===== src/sv/pcx_pkg.sv =====
package pcx_pkg;

    // defaults for the size limits of the top level
    localparam int unsigned DEF_MAX_WIDTH  = 4096;
    localparam int unsigned DEF_MAX_HEIGHT = 4096;
    localparam int unsigned DEF_MAX_PLANES = 4;

    // field and register widths
    localparam int unsigned BYTE_W      = 8;
    localparam int unsigned ADDR_W      = 26;
    localparam int unsigned STAT_W      = 2;
    localparam int unsigned RUN_W       = 6;
    localparam int unsigned DIM_W       = 13;
    localparam int unsigned PLANE_CFG_W = 3;
    localparam int unsigned BPP_W       = 4;
    localparam int unsigned CFG_W       = 13;
    localparam int unsigned CFG_IDX_W   = 3;

    // run marker: both top bits set, low six bits hold the repeat count
    localparam logic [BYTE_W-1:0] RUN_MARK_BITS  = 8'hC0;
    localparam logic [BYTE_W-1:0] RUN_COUNT_BITS = 8'h3F;

    // configuration register indexes
    localparam logic [CFG_IDX_W-1:0] CFG_IMAGE_WIDTH      = 3'd0;
    localparam logic [CFG_IDX_W-1:0] CFG_IMAGE_HEIGHT     = 3'd1;
    localparam logic [CFG_IDX_W-1:0] CFG_PLANE_COUNT      = 3'd2;
    localparam logic [CFG_IDX_W-1:0] CFG_BITS_PER_PIXEL   = 3'd3;
    localparam logic [CFG_IDX_W-1:0] CFG_PLANE_LINE_BYTES = 3'd4;

    // status codes
    localparam logic [STAT_W-1:0] STAT_BUSY = 2'd0;
    localparam logic [STAT_W-1:0] STAT_DONE = 2'd1;
    localparam logic [STAT_W-1:0] STAT_FAIL = 2'd2;

    // depth of the job queue between front and back
    localparam int unsigned QUEUE_DEPTH = 2;

    typedef enum logic [1:0] {
        KIND_RUN = 2'd0,
        KIND_NOP = 2'd1,
        KIND_EOS = 2'd2
    } t_kind;

    typedef struct packed {
        t_kind             kind;
        logic [RUN_W-1:0]  count;
        logic [BYTE_W-1:0] value;
    } t_job;

    typedef struct packed {
        logic [DIM_W-1:0]       image_width;
        logic [DIM_W-1:0]       image_height;
        logic [PLANE_CFG_W-1:0] plane_count;
        logic [BPP_W-1:0]       bits_per_plane_pixel;
        logic [DIM_W-1:0]       plane_line_bytes;
    } t_cfg;

endpackage


===== src/sv/pcx_front.sv =====
module pcx_front (
    input  logic                          i_clk,
    input  logic                          i_rst_n,
    input  logic                          i_valid,
    output logic                          o_stall,
    input  logic [pcx_pkg::BYTE_W-1:0]    i_data_byte,
    input  logic                          i_end_of_stream,
    output logic                          o_job_valid,
    output pcx_pkg::t_job                 o_job,
    input  logic                          i_job_ready
);

    logic                         r_f_valid;
    pcx_pkg::t_job                r_f_job;
    logic                         r_armed;
    logic [pcx_pkg::RUN_W-1:0]    r_pending;

    pcx_pkg::t_job                n_job;
    logic                         n_armed;
    logic [pcx_pkg::RUN_W-1:0]    n_pending;
    logic                         accept;
    logic                         move;

    assign move        = r_f_valid && i_job_ready;
    assign o_stall     = r_f_valid && !i_job_ready;
    assign accept      = i_valid && !o_stall;
    assign o_job_valid = r_f_valid;
    assign o_job       = r_f_job;

    // classify the byte: end mark, run byte after a marker, marker, literal
    always_comb begin
        n_job.kind  = pcx_pkg::KIND_NOP;
        n_job.count = '0;
        n_job.value = i_data_byte;
        n_armed     = r_armed;
        n_pending   = r_pending;
        if (i_end_of_stream) begin
            n_job.kind = pcx_pkg::KIND_EOS;
        end else if (r_armed) begin
            n_armed     = 1'b0;
            n_pending   = '0;
            n_job.count = r_pending;
            n_job.kind  = (r_pending == '0) ? pcx_pkg::KIND_NOP : pcx_pkg::KIND_RUN;
        end else if ((i_data_byte & pcx_pkg::RUN_MARK_BITS) == pcx_pkg::RUN_MARK_BITS) begin
            n_armed   = 1'b1;
            n_pending = pcx_pkg::RUN_W'(i_data_byte & pcx_pkg::RUN_COUNT_BITS);
        end else begin
            n_job.kind  = pcx_pkg::KIND_RUN;
            n_job.count = pcx_pkg::RUN_W'(1);
        end
    end

    always_ff @(posedge i_clk) begin
        if (!i_rst_n) begin
            r_f_valid <= 1'b0;
            r_armed   <= 1'b0;
            r_pending <= '0;
        end else if (accept) begin
            r_f_valid <= 1'b1;
            r_armed   <= n_armed;
            r_pending <= n_pending;
        end else if (move) begin
            r_f_valid <= 1'b0;
        end
    end

    always_ff @(posedge i_clk) begin
        if (accept) begin
            r_f_job <= n_job;
        end
    end

endmodule


===== src/sv/pcx_queue.sv =====
module pcx_queue (
    input  logic          i_clk,
    input  logic          i_rst_n,
    input  logic          i_push_valid,
    input  pcx_pkg::t_job i_push,
    output logic          o_push_ready,
    output logic          o_pop_valid,
    output pcx_pkg::t_job o_pop,
    input  logic          i_pop
);

    localparam int unsigned DEPTH = pcx_pkg::QUEUE_DEPTH;
    localparam int unsigned PTR_W = (DEPTH > 1) ? $clog2(DEPTH) : 1;
    localparam int unsigned CNT_W = $clog2(DEPTH + 1);

    pcx_pkg::t_job     r_mem [DEPTH];
    logic [PTR_W-1:0]  r_wr;
    logic [PTR_W-1:0]  r_rd;
    logic [CNT_W-1:0]  r_count;

    logic              push;
    logic              pop;

    assign o_push_ready = (r_count != CNT_W'(DEPTH));
    assign o_pop_valid  = (r_count != '0);
    assign o_pop        = r_mem[r_rd];
    assign push         = i_push_valid && o_push_ready;
    assign pop          = i_pop && o_pop_valid;

    always_ff @(posedge i_clk) begin
        if (!i_rst_n) begin
            r_wr    <= '0;
            r_rd    <= '0;
            r_count <= '0;
        end else begin
            if (push) begin
                r_wr <= (r_wr == PTR_W'(DEPTH - 1)) ? '0 : PTR_W'(r_wr + 1'b1);
            end
            if (pop) begin
                r_rd <= (r_rd == PTR_W'(DEPTH - 1)) ? '0 : PTR_W'(r_rd + 1'b1);
            end
            if (push && !pop) begin
                r_count <= CNT_W'(r_count + 1'b1);
            end else if (pop && !push) begin
                r_count <= CNT_W'(r_count - 1'b1);
            end
        end
    end

    always_ff @(posedge i_clk) begin
        if (push) begin
            r_mem[r_wr] <= i_push;
        end
    end

endmodule


===== src/sv/pcx_back.sv =====
module pcx_back #(
    parameter int unsigned MAX_WIDTH  = pcx_pkg::DEF_MAX_WIDTH,
    parameter int unsigned MAX_HEIGHT = pcx_pkg::DEF_MAX_HEIGHT,
    parameter int unsigned MAX_PLANES = pcx_pkg::DEF_MAX_PLANES
) (
    input  logic                          i_clk,
    input  logic                          i_rst_n,
    input  pcx_pkg::t_cfg                 i_cfg,
    input  logic                          i_job_valid,
    input  pcx_pkg::t_job                 i_job,
    output logic                          o_job_pop,
    output logic                          o_valid,
    input  logic                          i_stall,
    output logic [pcx_pkg::BYTE_W-1:0]    o_pixel_byte,
    output logic [pcx_pkg::ADDR_W-1:0]    o_dest_addr,
    output logic                          o_has_data,
    output logic                          o_run_last,
    output logic [pcx_pkg::STAT_W-1:0]    o_status
);

    localparam int unsigned BPP_MAX = (2 ** pcx_pkg::BPP_W) - 1;
    localparam int unsigned LEN_W   = $clog2(MAX_WIDTH + 1);
    localparam int unsigned LP_W    = $clog2(MAX_WIDTH * MAX_PLANES + 1);
    localparam int unsigned ROW_W   = $clog2(MAX_HEIGHT + 1);
    localparam int unsigned P_W     = (MAX_PLANES > 1) ? $clog2(MAX_PLANES) : 1;
    localparam int unsigned PL_W    = $clog2(MAX_PLANES + 1);
    localparam int unsigned WB_W    = $clog2(MAX_WIDTH * BPP_MAX + 1);
    localparam int unsigned WBP_W   = $clog2(MAX_WIDTH * BPP_MAX * MAX_PLANES + 1);
    localparam int unsigned RB_W    = WBP_W - 3;
    localparam int unsigned AW      = pcx_pkg::ADDR_W;
    localparam int unsigned BW      = pcx_pkg::BYTE_W;
    localparam int unsigned SW      = pcx_pkg::STAT_W;
    localparam int unsigned CW      = pcx_pkg::RUN_W;

    typedef enum logic [2:0] {
        S_IDLE = 3'b001,
        S_RUN  = 3'b010,
        S_FIN  = 3'b100
    } t_state;

    // multiply by a plane count of one to four with shifts and one add
    function automatic logic [31:0] times_planes(input logic [31:0] v,
                                                 input logic [PL_W-1:0] n);
        logic [31:0] res;
        if (32'(n) == 32'd1) begin
            res = v;
        end else if (32'(n) == 32'd2) begin
            res = v << 1;
        end else if (32'(n) == 32'd3) begin
            res = v + (v << 1);
        end else begin
            res = v << 2;
        end
        return res;
    endfunction

    // geometry, first stage
    logic [LEN_W-1:0]      g_w;
    logic [LEN_W-1:0]      g_len;
    logic [ROW_W-1:0]      g_h;
    logic [PL_W-1:0]       g_planes;
    logic [WB_W-1:0]       g_wb;
    logic [WBP_W-1:0]      g_wbp;

    logic [LEN_W-1:0]      r_len;
    logic [PL_W-1:0]       r_planes;
    logic [ROW_W-1:0]      r_h;
    logic [LP_W-1:0]       r_line_len;
    logic [LP_W-1:0]       r_len_mul [MAX_PLANES];
    logic [RB_W-1:0]       r_row_bytes;
    logic [AW-1:0]         r_row_base;
    logic [ROW_W+RB_W-1:0] row_prod;

    // scanline position and its split into plane and column
    logic [LP_W-1:0]       r_lp;
    logic [ROW_W-1:0]      r_row;
    logic [LEN_W-1:0]      r_x;
    logic [P_W-1:0]        r_p;
    logic [LP_W-1:0]       r_xoff;
    logic [LEN_W-1:0]      d_x;
    logic [P_W-1:0]        d_p;
    logic [LP_W-1:0]       d_xoff;

    t_state                r_state;
    logic                  r_finished;
    logic                  r_failed;
    logic [CW-1:0]         r_cnt;
    logic [BW-1:0]         r_val;
    logic [SW-1:0]         r_job_stat;
    logic                  r_hold_v;
    logic [BW-1:0]         r_hold_byte;
    logic [AW-1:0]         r_hold_addr;
    logic                  r_o_valid;
    logic [BW-1:0]         r_o_byte;
    logic [AW-1:0]         r_o_addr;
    logic                  r_o_has;
    logic                  r_o_last;
    logic [SW-1:0]         r_o_stat;

    t_state                n_state;
    logic                  n_finished;
    logic                  n_failed;
    logic [CW-1:0]         n_cnt;
    logic [BW-1:0]         n_val;
    logic [SW-1:0]         n_job_stat;
    logic                  n_hold_v;
    logic [BW-1:0]         n_hold_byte;
    logic [AW-1:0]         n_hold_addr;
    logic                  n_o_valid;
    logic [BW-1:0]         n_o_byte;
    logic [AW-1:0]         n_o_addr;
    logic                  n_o_has;
    logic                  n_o_last;
    logic [SW-1:0]         n_o_stat;
    logic [LP_W-1:0]       n_lp;
    logic [ROW_W-1:0]      n_row;
    logic [LEN_W-1:0]      n_x;
    logic [P_W-1:0]        n_p;
    logic [LP_W-1:0]       n_xoff;

    logic                  out_free;
    logic                  take;
    logic                  run_ok;
    logic                  step;
    logic [CW-1:0]         st_cnt;
    logic [BW-1:0]         st_val;
    logic [SW-1:0]         st_stat;
    logic [SW-1:0]         cur_stat;
    logic                  start_fin;
    logic                  iter;
    logic [LP_W-1:0]       off;
    logic                  emit;
    logic [LP_W-1:0]       lp_next;
    logic                  wrap;
    logic                  done;
    logic [AW-1:0]         addr;

    // clamp the registers and derive the scanline geometry
    always_comb begin
        if (32'(i_cfg.image_width) > MAX_WIDTH) begin
            g_w = LEN_W'(MAX_WIDTH);
        end else begin
            g_w = LEN_W'(i_cfg.image_width);
        end
        if (i_cfg.plane_line_bytes == '0) begin
            g_len = LEN_W'(1);
        end else if (32'(i_cfg.plane_line_bytes) > MAX_WIDTH) begin
            g_len = LEN_W'(MAX_WIDTH);
        end else begin
            g_len = LEN_W'(i_cfg.plane_line_bytes);
        end
        if (i_cfg.image_height == '0) begin
            g_h = ROW_W'(1);
        end else if (32'(i_cfg.image_height) > MAX_HEIGHT) begin
            g_h = ROW_W'(MAX_HEIGHT);
        end else begin
            g_h = ROW_W'(i_cfg.image_height);
        end
        if (i_cfg.plane_count == '0) begin
            g_planes = PL_W'(1);
        end else if (32'(i_cfg.plane_count) > MAX_PLANES) begin
            g_planes = PL_W'(MAX_PLANES);
        end else begin
            g_planes = PL_W'(i_cfg.plane_count);
        end
        g_wb  = WB_W'(g_w) * WB_W'(i_cfg.bits_per_plane_pixel);
        g_wbp = WBP_W'(times_planes(32'(g_wb), g_planes));
    end

    always_ff @(posedge i_clk) begin
        r_len       <= g_len;
        r_planes    <= g_planes;
        r_h         <= g_h;
        r_line_len  <= LP_W'(times_planes(32'(g_len), g_planes));
        r_row_bytes <= g_wbp[WBP_W-1:3];
        for (int k = 0; k < MAX_PLANES; k++) begin
            r_len_mul[k] <= LP_W'(32'(g_len) * 32'(k));
        end
        r_row_base  <= AW'(row_prod);
    end

    assign row_prod = (ROW_W+RB_W)'(r_row) * (ROW_W+RB_W)'(r_row_bytes);

    // plane and column of the current position, rebuilt whenever no run byte is stepped
    always_comb begin
        d_p = '0;
        for (int k = 1; k < MAX_PLANES; k++) begin
            if (r_lp >= r_len_mul[k]) begin
                d_p = P_W'(k);
            end
        end
        d_x    = LEN_W'(r_lp - r_len_mul[d_p]);
        d_xoff = LP_W'(times_planes(32'(d_x), r_planes));
    end

    assign out_free  = !r_o_valid || !i_stall;
    assign run_ok    = !r_finished && !r_failed;
    assign take      = (r_state == S_IDLE) && i_job_valid && out_free;
    assign step      = (take && (i_job.kind == pcx_pkg::KIND_RUN) && run_ok)
                     || ((r_state == S_RUN) && out_free);
    assign o_job_pop = take;

    assign cur_stat  = r_finished ? pcx_pkg::STAT_DONE
                     : (r_failed ? pcx_pkg::STAT_FAIL : pcx_pkg::STAT_BUSY);
    assign start_fin = ((LP_W+1)'(r_lp) + (LP_W+1)'(i_job.count) >= (LP_W+1)'(r_line_len))
                     && ((ROW_W+1)'(r_row) + (ROW_W+1)'(1) >= (ROW_W+1)'(r_h));
    assign st_cnt    = (r_state == S_RUN) ? r_cnt : i_job.count;
    assign st_val    = (r_state == S_RUN) ? r_val : i_job.value;
    assign st_stat   = (r_state == S_RUN) ? r_job_stat
                     : (start_fin ? pcx_pkg::STAT_DONE : pcx_pkg::STAT_BUSY);

    assign iter    = r_lp < r_line_len;
    assign off     = r_xoff + LP_W'(r_p);
    assign emit    = iter && (32'(off) < 32'(r_row_bytes));
    assign lp_next = iter ? LP_W'(r_lp + 1'b1) : r_lp;
    assign wrap    = lp_next >= r_line_len;
    assign done    = (st_cnt == CW'(1)) || wrap;
    assign addr    = r_row_base + AW'(off);

    always_comb begin
        n_state     = r_state;
        n_finished  = r_finished;
        n_failed    = r_failed;
        n_cnt       = r_cnt;
        n_val       = r_val;
        n_job_stat  = r_job_stat;
        n_hold_v    = r_hold_v;
        n_hold_byte = r_hold_byte;
        n_hold_addr = r_hold_addr;
        n_o_valid   = r_o_valid && i_stall;
        n_o_byte    = r_o_byte;
        n_o_addr    = r_o_addr;
        n_o_has     = r_o_has;
        n_o_last    = r_o_last;
        n_o_stat    = r_o_stat;
        n_lp        = r_lp;
        n_row       = r_row;
        n_x         = d_x;
        n_p         = d_p;
        n_xoff      = d_xoff;

        case (r_state)
            S_IDLE: begin
                if (take && !step) begin
                    // marker, end mark or anything after the image is over or has failed
                    n_o_valid = 1'b1;
                    n_o_byte  = '0;
                    n_o_addr  = '0;
                    n_o_has   = 1'b0;
                    n_o_last  = 1'b1;
                    n_o_stat  = cur_stat;
                    if (i_job.kind == pcx_pkg::KIND_EOS && !r_finished) begin
                        n_failed = 1'b1;
                        n_o_stat = pcx_pkg::STAT_FAIL;
                    end
                end
            end
            S_RUN: begin
            end
            S_FIN: begin
                if (out_free) begin
                    n_o_valid = 1'b1;
                    n_o_byte  = r_hold_v ? r_hold_byte : '0;
                    n_o_addr  = r_hold_v ? r_hold_addr : '0;
                    n_o_has   = r_hold_v;
                    n_o_last  = 1'b1;
                    n_o_stat  = r_job_stat;
                    n_hold_v  = 1'b0;
                    n_state   = S_IDLE;
                end
            end
            default: begin
                n_state = S_IDLE;
            end
        endcase

        if (step) begin
            // one byte of the run; the previous kept byte goes out once a later one exists
            if (emit) begin
                if (r_hold_v) begin
                    n_o_valid = 1'b1;
                    n_o_byte  = r_hold_byte;
                    n_o_addr  = r_hold_addr;
                    n_o_has   = 1'b1;
                    n_o_last  = 1'b0;
                    n_o_stat  = st_stat;
                end
                n_hold_v    = 1'b1;
                n_hold_byte = st_val;
                n_hold_addr = addr;
            end
            if (wrap) begin
                n_lp   = '0;
                n_row  = ROW_W'(r_row + 1'b1);
                n_x    = '0;
                n_p    = '0;
                n_xoff = '0;
                if (st_stat == pcx_pkg::STAT_DONE) begin
                    n_finished = 1'b1;
                end
            end else begin
                n_lp = lp_next;
                if (iter) begin
                    if (LEN_W'(r_x + 1'b1) == r_len) begin
                        n_x    = '0;
                        n_xoff = '0;
                        n_p    = P_W'(r_p + 1'b1);
                    end else begin
                        n_x    = LEN_W'(r_x + 1'b1);
                        n_xoff = LP_W'(r_xoff + LP_W'(r_planes));
                        n_p    = r_p;
                    end
                end else begin
                    n_x    = r_x;
                    n_p    = r_p;
                    n_xoff = r_xoff;
                end
            end
            n_cnt      = CW'(st_cnt - 1'b1);
            n_val      = st_val;
            n_job_stat = st_stat;
            n_state    = done ? S_FIN : S_RUN;
        end
    end

    always_ff @(posedge i_clk) begin
        if (!i_rst_n) begin
            r_state    <= S_IDLE;
            r_finished <= 1'b0;
            r_failed   <= 1'b0;
            r_hold_v   <= 1'b0;
            r_o_valid  <= 1'b0;
            r_lp       <= '0;
            r_row      <= '0;
            r_cnt      <= '0;
        end else begin
            r_state    <= n_state;
            r_finished <= n_finished;
            r_failed   <= n_failed;
            r_hold_v   <= n_hold_v;
            r_o_valid  <= n_o_valid;
            r_lp       <= n_lp;
            r_row      <= n_row;
            r_cnt      <= n_cnt;
        end
    end

    always_ff @(posedge i_clk) begin
        r_val       <= n_val;
        r_job_stat  <= n_job_stat;
        r_hold_byte <= n_hold_byte;
        r_hold_addr <= n_hold_addr;
        r_o_byte    <= n_o_byte;
        r_o_addr    <= n_o_addr;
        r_o_has     <= n_o_has;
        r_o_last    <= n_o_last;
        r_o_stat    <= n_o_stat;
        r_x         <= n_x;
        r_p         <= n_p;
        r_xoff      <= n_xoff;
    end

    assign o_valid      = r_o_valid;
    assign o_pixel_byte = r_o_byte;
    assign o_dest_addr  = r_o_addr;
    assign o_has_data   = r_o_has;
    assign o_run_last   = r_o_last;
    assign o_status     = r_o_stat;

endmodule


===== src/sv/pcx_rle_planar_decoder.sv =====
// pcx run-length pixel decoder with plane interleave. one compressed byte
// enters per transaction; a byte with both top bits set is a run marker whose
// low six bits repeat the next byte, any other byte is a literal. each decoded
// byte that lands inside the visible row leaves as its own transaction with
// its address in the interleaved image (row * row_bytes + column * planes +
// plane); padding and bytes past the end of a scanline are dropped. every
// input gives at least one output transaction, the last one flagged with
// run_last, and all of them carry the status after that input. a marker, an
// end mark or any byte after the image is over or has failed gives only that
// flagged transaction. a run (a literal is a run of one) is cut short at the
// end of a scanline; the run unit produces one byte per cycle while the
// output is not stalled, and closes the run in its final state with the
// flagged last transaction. a two-entry queue sits between the byte
// classifier and the run unit, so input keeps flowing while a run is worked
// off, until the queue fills. configuration writes pass through registered
// geometry and do not restart decoding.
module pcx_rle_planar_decoder #(
    parameter int unsigned MAX_WIDTH  = pcx_pkg::DEF_MAX_WIDTH,
    parameter int unsigned MAX_HEIGHT = pcx_pkg::DEF_MAX_HEIGHT,
    parameter int unsigned MAX_PLANES = pcx_pkg::DEF_MAX_PLANES
) (
    input  logic                            i_clk,
    input  logic                            i_rst_n,
    // configuration write port
    input  logic                            i_cfg_we,
    input  logic [pcx_pkg::CFG_IDX_W-1:0]   i_cfg_index,
    input  logic [pcx_pkg::CFG_W-1:0]       i_cfg_data,
    // compressed byte channel
    input  logic                            i_valid,
    output logic                            o_stall,
    input  logic [pcx_pkg::BYTE_W-1:0]      i_data_byte,
    input  logic                            i_end_of_stream,
    // decoded byte channel
    output logic                            o_valid,
    input  logic                            i_stall,
    output logic [pcx_pkg::BYTE_W-1:0]      o_pixel_byte,
    output logic [pcx_pkg::ADDR_W-1:0]      o_dest_addr,
    output logic                            o_has_data,
    output logic                            o_run_last,
    output logic [pcx_pkg::STAT_W-1:0]      o_status
);

    pcx_pkg::t_cfg r_cfg;

    // classifier to queue
    logic          front_valid;
    pcx_pkg::t_job front_job;
    logic          queue_ready;
    // queue to run unit
    logic          queue_valid;
    pcx_pkg::t_job queue_job;
    logic          queue_pop;

    // configuration registers; unused indexes are ignored
    always_ff @(posedge i_clk) begin
        if (!i_rst_n) begin
            r_cfg.image_width          <= pcx_pkg::DIM_W'(1);
            r_cfg.image_height         <= pcx_pkg::DIM_W'(1);
            r_cfg.plane_count          <= pcx_pkg::PLANE_CFG_W'(1);
            r_cfg.bits_per_plane_pixel <= pcx_pkg::BPP_W'(8);
            r_cfg.plane_line_bytes     <= pcx_pkg::DIM_W'(1);
        end else if (i_cfg_we) begin
            case (i_cfg_index)
                pcx_pkg::CFG_IMAGE_WIDTH: begin
                    r_cfg.image_width <= i_cfg_data[pcx_pkg::DIM_W-1:0];
                end
                pcx_pkg::CFG_IMAGE_HEIGHT: begin
                    r_cfg.image_height <= i_cfg_data[pcx_pkg::DIM_W-1:0];
                end
                pcx_pkg::CFG_PLANE_COUNT: begin
                    r_cfg.plane_count <= i_cfg_data[pcx_pkg::PLANE_CFG_W-1:0];
                end
                pcx_pkg::CFG_BITS_PER_PIXEL: begin
                    r_cfg.bits_per_plane_pixel <= i_cfg_data[pcx_pkg::BPP_W-1:0];
                end
                pcx_pkg::CFG_PLANE_LINE_BYTES: begin
                    r_cfg.plane_line_bytes <= i_cfg_data[pcx_pkg::DIM_W-1:0];
                end
                default: begin
                end
            endcase
        end
    end

    // front: takes bytes, tracks the marker, turns each byte into a job
    pcx_front u_front (
        .i_clk           (i_clk),
        .i_rst_n         (i_rst_n),
        .i_valid         (i_valid),
        .o_stall         (o_stall),
        .i_data_byte     (i_data_byte),
        .i_end_of_stream (i_end_of_stream),
        .o_job_valid     (front_valid),
        .o_job           (front_job),
        .i_job_ready     (queue_ready)
    );

    // short job queue decoupling the classifier from the run unit
    pcx_queue u_queue (
        .i_clk        (i_clk),
        .i_rst_n      (i_rst_n),
        .i_push_valid (front_valid),
        .i_push       (front_job),
        .o_push_ready (queue_ready),
        .o_pop_valid  (queue_valid),
        .o_pop        (queue_job),
        .i_pop        (queue_pop)
    );

    // back: walks the scanline, one decoded byte per cycle while the output is not stalled
    pcx_back #(
        .MAX_WIDTH  (MAX_WIDTH),
        .MAX_HEIGHT (MAX_HEIGHT),
        .MAX_PLANES (MAX_PLANES)
    ) u_back (
        .i_clk        (i_clk),
        .i_rst_n      (i_rst_n),
        .i_cfg        (r_cfg),
        .i_job_valid  (queue_valid),
        .i_job        (queue_job),
        .o_job_pop    (queue_pop),
        .o_valid      (o_valid),
        .i_stall      (i_stall),
        .o_pixel_byte (o_pixel_byte),
        .o_dest_addr  (o_dest_addr),
        .o_has_data   (o_has_data),
        .o_run_last   (o_run_last),
        .o_status     (o_status)
    );

endmodule

===== config.mk =====
export PLATFORM = sky130hd
export DESIGN_NAME = pcx_rle_planar_decoder
export DESIGN_NICKNAME = d
export VERILOG_FILES = /design/src/sv/pcx_pkg.sv /design/src/sv/pcx_front.sv /design/src/sv/pcx_queue.sv /design/src/sv/pcx_back.sv /design/src/sv/pcx_rle_planar_decoder.sv
export SDC_FILE = /design/constraint.sdc
export NUM_CORES = 1
export LEC_CHECK = 0
export BUFFER_PORTS_ARGS = -buffer_cell sky130_fd_sc_hd__buf_2
export CAP_MARGIN = 20
export CELL_PAD_IN_SITES_DETAIL_PLACEMENT = 1
export CELL_PAD_IN_SITES_GLOBAL_PLACEMENT = 1
export CORE_MARGIN = 4
export CORE_UTILIZATION = 45
export DETAILED_ROUTE_END_ITERATION = 7
export GPL_TIMING_DRIVEN = 1
export HOLD_SLACK_MARGIN = 0.03
export MAX_ROUTING_LAYER = met4
export PLACE_DENSITY_LB_ADDON = 0.1
export SYNTH_ARGS = -nofsm -noshare
export SYNTH_HDL_FRONTEND = slang
export SYNTH_SLANG_ARGS = --single-unit

===== constraint.sdc =====
create_clock -name i_clk -period 6.4 [get_ports i_clk]
set_clock_uncertainty 0.2 [all_clocks]
set_input_delay 0.96 -clock i_clk [delete_from_list [all_inputs] [get_ports i_clk]]
set_output_delay 0.96 -clock i_clk [all_outputs]
set_load 0.02 [all_outputs]

Yosys cells after proc, flatten, opt, wreduce, memory -nomap -nowiden --
Memory sizes are Yosys's and may differ from the RTL's. A register that Yosys moved wholly into a read port is not among the register bits. Cells that the tools add are included.
Storage, ports and cells: bits in writable memories 92, input port bits 30, memories kept 2, logic and storage cells 261, output and inout bits 40, flip-flop bits (word level) 312
Cells by class: eq/ne operators 23, multipliers 3, $add $sub $neg 18, bitwise operators 1, order comparisons 12, multiplexer cells 102, reductions and logical operators 55
Memories:
- u_back.r_len_mul | words 4, bits a word 15, rd ports 4, clocked after memory_dff 0, write ports 4, line pcx_back.sv:69 | logic [LP_W-1:0] r_len_mul [MAX_PLANES];
- u_queue.r_mem | words 2, bits a word 16, rd ports 1, clocked after memory_dff 1, write ports 1, line pcx_queue.sv:16 | pcx_pkg::t_job r_mem [DEPTH];
Operators by type and width (count):
- 2-to-1 mux 26 bit | 6
- 2-to-1 mux 15 bit | 10
- 2-to-1 mux 13 bit | 9
- 2-to-1 mux 8 bit | 8
- >= comparator 15 bit | 4
- case mux 26 bit (2 select lines) | 1
- > comparator 13 bit (second input constant) | 3
- 2-to-1 mux 2 bit | 17
- 2-to-1 mux 1 bit | 32
- adder 13 x 14 -> 15 bit | 2
- less-than comparator 15 bit | 2
- adder 13 x 1 -> 13 bit (second input constant) | 2
- adder 26 x 15 -> 26 bit | 1
- logical NOT 13 bit | 2
- multiplier 13 x 15 -> 26 bit | 1
- == test 3 x 2 -> 1 bit (second input constant) | 7
- AND reduction 2 bit | 10
- adder 16 x 17 -> 18 bit | 1
- 2-to-1 mux 18 bit | 1
- 2-to-1 mux 6 bit | 3
- logical AND 1 bit | 17
- 2-to-1 mux 17 bit | 1
- adder 15 x 6 -> 16 bit | 1
- >= comparator 16 x 15 -> 1 bit | 1
- 40 further kinds | 72

Logic depth before layout (Yosys ltp) --
Gate-level depths: netlist of the first run.
word-level depth 13, gate-level depth with buffers 28, depth with buffers taken out 27

Cells and area by module --
Synthesis of the first run repeated with hierarchy kept, for this count alone.
Second synthesis, totals: cells, all modules 3236, area, all modules 28974.0 um2
By module, submodules not included:
- pcx_back | seq. area each 5785.5 um2, cells each 2924, area an instance 24958.9 um2, instances 1
- pcx_rle_planar_decoder | seq. area each 920.9 um2, cells each 172, area an instance 1755.4 um2, instances 1
- pcx_queue | seq. area each 1061.0 um2, cells each 74, area an instance 1393.8 um2, instances 1
- pcx_front | seq. area each 640.6 um2, cells each 66, area an instance 865.8 um2, instances 1

Worst setup path before layout of the first run --
No wires, ideal clock.
path type flip-flop to flip-flop, start point register u_back.r_row[3], end point register u_back.r_row_base[24], buffers on the path 2, data arrival time 5698 ps, stages on the path, launching flop included 23, period minus slack after synthesis 5970 ps, path slack 430 ps, path through dfxtp_1 -> clkbuf_1 -> clkbuf_1 -> nand2_1 -> fa_1 -> inv_1 -> fa_1 -> inv_1 -> fa_1 -> inv_1 -> fa_1 -> fa_1 -> ha_1 -> o21a_1 -> o21ai_0 -> a21o_1 -> o211ai_1 -> nand2_1 -> o311ai_0 -> or4_1 -> a31o_2 -> a21oi_1 -> xnor2_1
On the way: cells in the longest elaborated chain, start to end 1
Ends and longest elaborated chain:
- from (decl) | line pcx_back.sv:76 | logic [ROW_W-1:0] r_row;
- from (signal assigned) | line pcx_back.sv:343 | r_row <= n_row;
- multiplier 13 x 15 -> 26 bit | line pcx_back.sv:182 | assign row_prod = (ROW_W+RB_W)'(r_row) * (ROW_W+RB_W)'(r_row_bytes);
- named net u_back.row_prod[24] | line pcx_back.sv:72 | logic [ROW_W+RB_W-1:0] row_prod;
- to (signal assigned) | line pcx_back.sv:179 | r_row_base <= AW'(row_prod);
- to (decl) | line pcx_back.sv:71 | logic [AW-1:0] r_row_base;
The timed path passes the listed nets, and every way through them passes these cells. A chain may end at the register's enable or synchronous reset.

Worst setup path after layout of the first run --
start point register u_back.r_row[5], end point register u_back.r_row_base[24]
Same word-level chain as after synthesis.

==> results of run 1 <==
==> registers in the layout (all words and copies together), names as in the netlist, 3 cells and up, named ones only <==
name,flops
r_cfg,46
u_back.r_row,13
u_queue.r_mem,32
u_back.r_len_mul,27
u_back.r_lp,15
u_back.r_line_len,15
u_back.r_hold_addr,26
u_back.r_x,13
u_front.o_job,16
u_back.r_hold_byte,8
u_back.r_cnt,6
u_front.r_pending,6
u_back.r_val,8
u_back.o_dest_addr,26
u_back.r_row_base,26
u_back.r_h,13
u_back.r_state,3
u_back.o_pixel_byte,8
u_back.r_xoff,15
u_back.r_planes,3
u_back.r_row_bytes,15
==> worst max path at each step <==
| stage | from | endpoint | slack (ps) | cells past startpoint |
|---|---|---|---|---|
| 4_1_cts | u_back.r_row_bytes[1] | u_back.r_row_base[25] | 70 | 18 |
| 6_report | u_back.r_row[5] | u_back.r_row_base[24] | 280 | 19 |
| 3_3_place_gp | u_back.r_row_bytes[0] | u_back.r_row_base[25] | 250 | 18 |
| 5_1_grt | u_back.r_row[5] | u_back.r_row_base[24] | 10 | 19 |
| 2_1_floorplan | u_back.r_row[3] | u_back.r_row_base[24] | 430 | 22 |
| 3_5_place_dp | u_back.r_row_bytes[0] | u_back.r_row_base[25] | 90 | 18 |
==> cell families (layout without fill, tap and decap cells) <==
logic type                 after synthesis  count (layout)
buffers and inverters                  456             564
and+or+nand+nor                        976             976
other                                    0               1
xor gates and xnor gates               203             203
AOI/OAI and AO/OA                      628             628
DFF                                    359             359
muxes                                   40              40
adders and majority gates              450             450
==> critical path, stage by stage, from the launching register on <==
cell and delay, ps:
dfxtp_1 580, buf_4 270, nand2_1 90, fa_1 510, inv_1 50, fa_1 450
fa_1 570, fa_1 440, fa_1 490, ha_1 370, o21a_1 130, o21ai_0 270
a21o_1 190, o211ai_1 130, nand2_1 110, o311ai_0 170, or4_1 460, a31o_2 250
a21oi_1 180, xnor2_1 140
==> final cells by class <==
cell class,instances,area (um^2)
Tap cell,837,1050
Antenna cell,1,2.50
Fill cell,7150,30600
Sequential cell,359,8420
Multi-Input combinational cell,2297,18200
Inverter,320,1200
Clock inverter,24,275
Clock buffer,54,1170
Timing Repair Buffer,166,1090
==> cell usage in the layout (no fill, tap or decap), drive strengths merged, types with 41 or more instances in the layout <==
cell	n
nand2	361
inv	324
ha	279
dfxtp	237
fa	171
buf	166
nor2	149
o21ai	140
xnor2	135
and2	134
edfxtp	122
a21oi	121
nand3	69
xor2	68
nor2b	61
a21boi	54
clkbuf	54
nor3	49
nand2b	41
==> report_power, final <==
group / switching, uW / internal [uW] / leakage (uW)
Combinational: 1290 / 867 / 0.0104
Sequential: 234 / 2640 / 0.00314
Clock: 1040 / 1470 / 0.000701
==> metal layers <==
metal  global-route usage  vias to the layer above  share of wire
li1                     -                    10800              -
met1                0.329                    11400           0.46
met2                0.425                      380           0.48
met3               0.0257                      110          0.033
met4               0.0702                        0          0.028
met5                    -                        -              0
==> per-stage QoR <==
step                      std cells  instance area [um^2]  hold slack, ps  total power [uW]  setup slack [ps]
after floorplan                3112                 28300             221              4330               430
after global placement         3979                 29900             225              4950               252
after detailed placement       3979                 29900             233              5040              91.4
after CTS                      4057                 31400             247              7590              65.3
after global routing           4058                 31400             263              7950              11.4
final                          4058                 31400             244              7540               279
==> synth_stat cells (all sizes together) (35+ instances only) <==
| cell | number |
|---|---|
| xor2 | 68 |
| nor2b | 61 |
| ha | 279 |
| a22o | 40 |
| clkbuf | 110 |
| nand2b | 41 |
| a21o | 38 |
| nand2 | 361 |
| nor2 | 149 |
| o21a | 35 |
| a21oi | 121 |
| fa | 171 |
| nand3 | 69 |
| nor3 | 49 |
| a21boi | 54 |
| xnor2 | 135 |
| inv | 320 |
| dfxtp | 237 |
| o21ai | 140 |
| edfxtp | 122 |
| and2 | 134 |
==> out/summary.txt, run 1 <==
OUTCOME
-----------------------------------------------------------------------------------------------------------------
Status                                                                                               finished, final reports clean

SYNTHESIS
-----------------------------------------------------------------------------------------------------------------
Xor/xnor share of the synthesized area                                                                     0.0633
Count of yosys warnings during synthesis                                                                        0
Synthesized netlist net count                                                                                3592
Arithmetic-cell share of the synthesized area counting full adders, half adders and majority gates          0.244
Cells after synthesis                                                                                        3112
Simple logic cell fraction of the synthesized area                                                          0.168
Top area cells in the synthesized netlist                                                            dfxtp_1 17%, edfxtp_1 13%, ha_1 12%
Dominant cell type by area after synthesis                                                                dfxtp_1
Synth async-reset ratio                                                                                         0
Dominant combinational cell family by area after synthesis                                            adder cells
Fraction of synthesized cell area taken by the top area cell type                                           0.167
Post-synthesis average cell area                                                                        9.11 um^2
Sequential fraction of the synthesis area                                                                   0.297
Syn Std Cell Area                                                                                     0.0283 mm^2
Proportion of synthesized area in mux cells                                                                0.0147
EDFF count, synth                                                                                             122
Most instantiated flip-flop cell in the synthesis netlist                                                 dfxtp_1
Synthesized-area fraction occupied by ao, oa, aoi and oai cells                                             0.151
Unique cell type count in the Yosys netlist                                                                    84
Flip-flop and latch count after synthesis                                                                     359

SETUP PATH
-----------------------------------------------------------------------------------------------------------------
Worst R2R Start                                                                                      u_back.r_row[5]
CP Class                                                                                             register to register
Kind of start point of the critical path                                                                 register
Register-to-Register Path Depth                                                                                19
Required time at the endpoint of the critical path                                                        6700 ps
Register-to-register setup slack                                                                           280 ps
CP max FO                                                                                                      10
Data arrival, critical path                                                                               6420 ps
Capture instance of the worst register-to-register path                                              u_back.r_row_base[24]
Category of the worst setup path capture point                                                           register

GLOBAL ROUTE
-----------------------------------------------------------------------------------------------------------------
Vias in the first global route                                                                              24400
Residual overflow from global routing                                                                           0
First-pass GRT wire length                                                                              134000 um
Pin count of the biggest net entering global routing                                                           61
All-layer global routing usage                                                                              0.253
Initial antenna violation count                                                                                 1

STA
-----------------------------------------------------------------------------------------------------------------
Setup TNS                                                                                                    0 ps
Final hold violations                                                                                           0
Max-slew headroom                                                                                           0.300
Ratio of final minimum period to clock period                                                               0.956
Achievable frequency                                                                                      163 MHz
RSZ-0062 raised after global routing                                                                           no
Final Critical Period                                                                                     6120 ps
Number of pins with negative max-slew slack in the final report                                                 0
Final number of setup-violating endpoints                                                                       0
Measured slew at the worst slew-check pin                                                                 1050 ps

CTS
-----------------------------------------------------------------------------------------------------------------
Cts bufs inserted                                                                                              43
Number of buffers between clock root and the deepest sink                                                       3
Number of levels the H-tree was split into                                                                      2
Gates resized, CTS repair                                                                                       0
Insertion delay to the later sink of the worst-skew pair                                                   590 ps
Post-CTS setup buffer count                                                                                     0
Clock sink count                                                                                              359
Buffer cell driving the clock tree root                                                                 clkbuf_16
Hold Buf Count CTS                                                                                              0
Clock tree from TritonCTS                                                                                   built
Clock transition time at the flip-flop clock pins of the worst setup and hold paths                         60 ps

DIE
-----------------------------------------------------------------------------------------------------------------
Horizontal die dimension                                                                                   259 um
Io pins                                                                                                        70
Die boundary height                                                                                        259 um
Starting utilization of the core area                                                                       0.457
Total die area                                                                                        0.0671 mm^2
Row count                                                                                                      91
Area inside the core boundary                                                                         0.0621 mm^2

PLACEMENT
-----------------------------------------------------------------------------------------------------------------
Final HPWL from detailed placement                                                                       65400 um
I/O Buffers                                                                                                    69
Final weighted congestion of routability-driven global placement                                            0.931

PWR
-----------------------------------------------------------------------------------------------------------------
Peak supply drop                                                                                         0.223 mV
Power per cell area                                                                                   240 mW/mm^2
Total leakage power                                                                                     0.0143 uW

DRT
-----------------------------------------------------------------------------------------------------------------
Vias after detailed routing                                                                                 22700
Total detailed-routing wirelength                                                                        82900 um
DRC violations left                                                                                             0
Iter 0 DRT Violations                                                                                        1379
Avg WL per Cell                                                                                           20.4 um
Antenna viol nets, final                                                                                        0
Via density per instance                                                                                     5.59
Router iterations before antenna repair                                                                         5

FINAL LAYOUT
-----------------------------------------------------------------------------------------------------------------
Layout area overhead                                                                                        10.8%
Post-layout nets                                                                                             3667
Final Core Density                                                                                          0.506
Fraction of layout instances using a drive strength above 1                                                0.0891

HOLD PATH
-----------------------------------------------------------------------------------------------------------------
Worst min-delay path startpoint                                                                      u_front.o_job[0]
Endpoint of the worst hold path                                                                      u_queue.r_mem[1][0]
Min-Delay Path Depth                                                                                            0
Class of the tightest hold or removal check                                                          register to register

JOB
-----------------------------------------------------------------------------------------------------------------
Maximum Capacitance Violations                                                                                  0

No activity file was read; power rests on OpenSTA's default activity.
==> run 2: changes to the inputs <==
- CORE_UTILIZATION: 45 -> 46
- CTS_BUF_LIST: default -> sky130_fd_sc_hd__clkbuf_8
==> run 2 against run 1 <==
Net effect:
- cell area hardly changed
- sequential share of layout area hardly changed
- global-route usage down 0.22 points
- maximum frequency increased by 0.27%
- critical path depth up 1
- sequential cell count stayed put
- wire length fell by 2.3%
- hold slack improved by 2.5 ps
- clock-buffer cell count increased by 26
- non-clock buffer count down 3
- utilization increased by 1.1 points
- total power down 0.14%
- largest power group unchanged
==> out/summary.txt, run 2 (synthesis results as in run 1) <==
STA
--------------------------------------------------------------------------------------------------
Setup TNS                                                                                     0 ps   unchanged
Max-slew headroom                                                                            0.304   +0.00458
Final number of setup-violating endpoints                                                        0   unchanged
Ratio of final minimum period to clock period                                                0.954   -0.00261
Final hold violations                                                                            0   unchanged
Achievable frequency                                                                       164 MHz   +0.27%
Final Critical Period                                                                      6100 ps   -16.7 ps
RSZ-0062 raised after global routing                                                            no
Measured slew at the worst slew-check pin                                                  1040 ps   -3.01 ps
Number of pins with negative max-slew slack in the final report                                  0   unchanged

SETUP PATH
--------------------------------------------------------------------------------------------------
CP max FO                                                                                        7   -3
Data arrival, critical path                                                                6470 ps   +50 ps
Register-to-register setup slack                                                            300 ps   +20 ps
Required time at the endpoint of the critical path                                         6770 ps   +70 ps
Category of the worst setup path capture point                                            register
Kind of start point of the critical path                                                  register
CP Class                                                                              register to register
Register-to-Register Path Depth                                                                 20   +1

FINAL LAYOUT
--------------------------------------------------------------------------------------------------
Number of flip-flops in the largest register                                                    46   unchanged
Layout area overhead                                                                         10.8%   about the same
Fraction of layout instances using a drive strength above 1                                 0.0990   +0.00989
Post-layout nets                                                                              3689   +0.60%
Most common library cell in the layout ignoring fill and taps                              nand2_1
Most frequent cells in the layout                                                     360 x nand2_1, 338 x inv_1, 278 x ha_1
Registers with the most flip-flops                                                    r_cfg x46, u_queue.r_mem x32, u_back.r_len_mul x27
Most flop-heavy register                                                                     r_cfg
Post-Layout Cell Count                                                                        4044   -0.34%
Fill cells                                                                                    7032   -1.7%
Final Core Density                                                                           0.517   +0.0113
Antenna diode count                                                                              0   -1

DRT
--------------------------------------------------------------------------------------------------
DRC violations left                                                                              0   unchanged
Avg WL per Cell                                                                            20.0 um   -2.0%
Antenna viol nets, final                                                                         0   unchanged
Via density per instance                                                                      5.58   about the same
Router iterations before antenna repair                                                          6   +1
Iter 0 DRT Violations                                                                         1169   -15%
Total detailed-routing wirelength                                                         80900 um   -2.3%
Vias after detailed routing                                                                  22600   -0.41%

GLOBAL ROUTE
--------------------------------------------------------------------------------------------------
All-layer global routing usage                                                               0.251   -0.00221
Pin count of the biggest net entering global routing                                            62   +1.6%
Vias in the first global route                                                               24500   +0.42%
Residual overflow from global routing                                                            0   unchanged
Initial antenna violation count                                                                  0   -1
First-pass GRT wire length                                                               131000 um   -2.1%

CTS
--------------------------------------------------------------------------------------------------
Hold Buf Count CTS                                                                               0   unchanged
Clock transition time at the flip-flop clock pins of the worst setup and hold paths          60 ps   about the same
Insertion delay to the later sink of the worst-skew pair                                    670 ps   +80 ps
Number of buffers between clock root and the deepest sink                                        3   unchanged
Clock tree from TritonCTS                                                                    built
Buffer cell driving the clock tree root                                                   clkbuf_8
Number of levels the H-tree was split into                                                       3   +1
Clock sink count                                                                               359   unchanged
Cts bufs inserted                                                                               68   +58%

DIE
--------------------------------------------------------------------------------------------------
Die boundary height                                                                         256 um   -1.1%
Area inside the core boundary                                                          0.0607 mm^2   -2.2%
Io pins                                                                                         70   unchanged
Total die area                                                                         0.0657 mm^2   -2.1%
Row count                                                                                       90   -1.1%
Horizontal die dimension                                                                    256 um   -1.1%
Starting utilization of the core area                                                        0.467   +0.0102

OUTCOME
--------------------------------------------------------------------------------------------------
Status                                                                                finished, final reports clean

PWR
--------------------------------------------------------------------------------------------------
Share of total power in combinational logic                                                  0.285   about the same
Power per cell area                                                                    240 mW/mm^2   -0.15%
Peak supply drop                                                                          0.148 mV   -34%
Sequential fraction of design power                                                          0.382   about the same
Switching part of the total power                                                            0.346   +0.00686
P_int                                                                                      4920 uW   -1.2%
Switching pwr                                                                              2610 uW   +1.9%
Total leakage power                                                                      0.0144 uW   +0.93%
Power share of the clock group                                                               0.333   about the same

PLACEMENT
--------------------------------------------------------------------------------------------------
Placed cell count                                                                             3920   -1.5%
I/O Buffers                                                                                     69   unchanged
Final weighted congestion of routability-driven global placement                             0.940   +0.88%
Final HPWL from detailed placement                                                        63500 um   -2.8%

JOB
--------------------------------------------------------------------------------------------------
Maximum Capacitance Violations                                                                   0   unchanged

HOLD PATH
--------------------------------------------------------------------------------------------------
Class of the tightest hold or removal check                                           register to register
Min-Delay Path Depth                                                                             0   unchanged

==> run 2: cell count changes in the layout (fill, tap and decap cells not counted), moves of 4 or more <==
cell	delta
clkinv_4	-4
dfxtp_2	+4
clkbuf_1	-6
dfxtp_1	-4
inv_1	+19
clkbuf_8	+75
clkbuf_16	-43
==> run 2: area by class of cell <==
class | count | area (um^2) | share of cell area
Multi-Input combinational cell | 2297 | 18200 | 0.580
Clock buffer | 80 | 1100 | 0.0351
Clock inverter | 43 | 425 | 0.0135
Timing Repair Buffer | 163 | 1060 | 0.0339
Sequential cell | 359 | 8430 | 0.268
Inverter | 320 | 1200 | 0.0382
Tap cell | 782 | 978 | 0.0312
==> run 2: repair_timing <==
| action | 4_1_cts | 5_1_grt |
|---|---|---|
| setup endpoints to repair | 0 | 7 |
| resized for setup | 0 | 23 |
| setup buffers | 0 | 0 |
==> run 2: power by group through the flow <==
stage	logic (uW)	registers [uW]	clock network (uW)
after floorplan	1510	2820	0
after global placement	2040	2900	0
after detailed placement	2110	2920	0
after CTS	2130	2870	2580
after global routing	2380	2900	2690
final	2150	2880	2500
==> run 2: through the flow <==
step           cell area [um^2]  hold slack (ps)  total power (uW)  worst slack [ps]
2_1_floorplan             28300              221              4330               430
3_3_place_gp              29800              223              4930               272
3_5_place_dp              29800              237              5030              72.7
4_1_cts                   31300              224              7590              63.1
5_1_grt                   31400              257              7960              28.2
6_report                  31400              246              7530               295
==> run 2: final timing paths <==
kind                                end                  start
setup / recovery  u_back.r_row_base[24]  u_back.r_row_bytes[8]
hold reg to reg     u_queue.r_mem[0][4]       u_front.o_job[4]
setup reg to reg  u_back.r_row_base[24]  u_back.r_row_bytes[8]
hold / removal      u_queue.r_mem[0][4]       u_front.o_job[4]
==> run 2: per-layer routing <==
metal / global-route usage / vias up / part of all wire
li1: - / 10800 / -
met4: 0.0713 / 0 / 0.024
met3: 0.0309 / 124 / 0.034
met5: - / - / 0
met1: 0.321 / 11200 / 0.46
met2: 0.422 / 373 / 0.48
==> run 2: worst max-delay path, stage by stage, from the launching register on <==
cell and delay [ps]:
dfxtp_1 560, nand2_1 120, fa_1 490, inv_1 50, fa_1 540, inv_1 60, fa_1 490, inv_1 50
fa_1 460, fa_1 490, ha_1 370, o21a_1 210, o21ai_0 250, a21o_1 190, o211ai_1 150, nand2_1 100
o311ai_0 200, or4_1 480, a31o_2 260, a21oi_1 170, xnor2_1 140
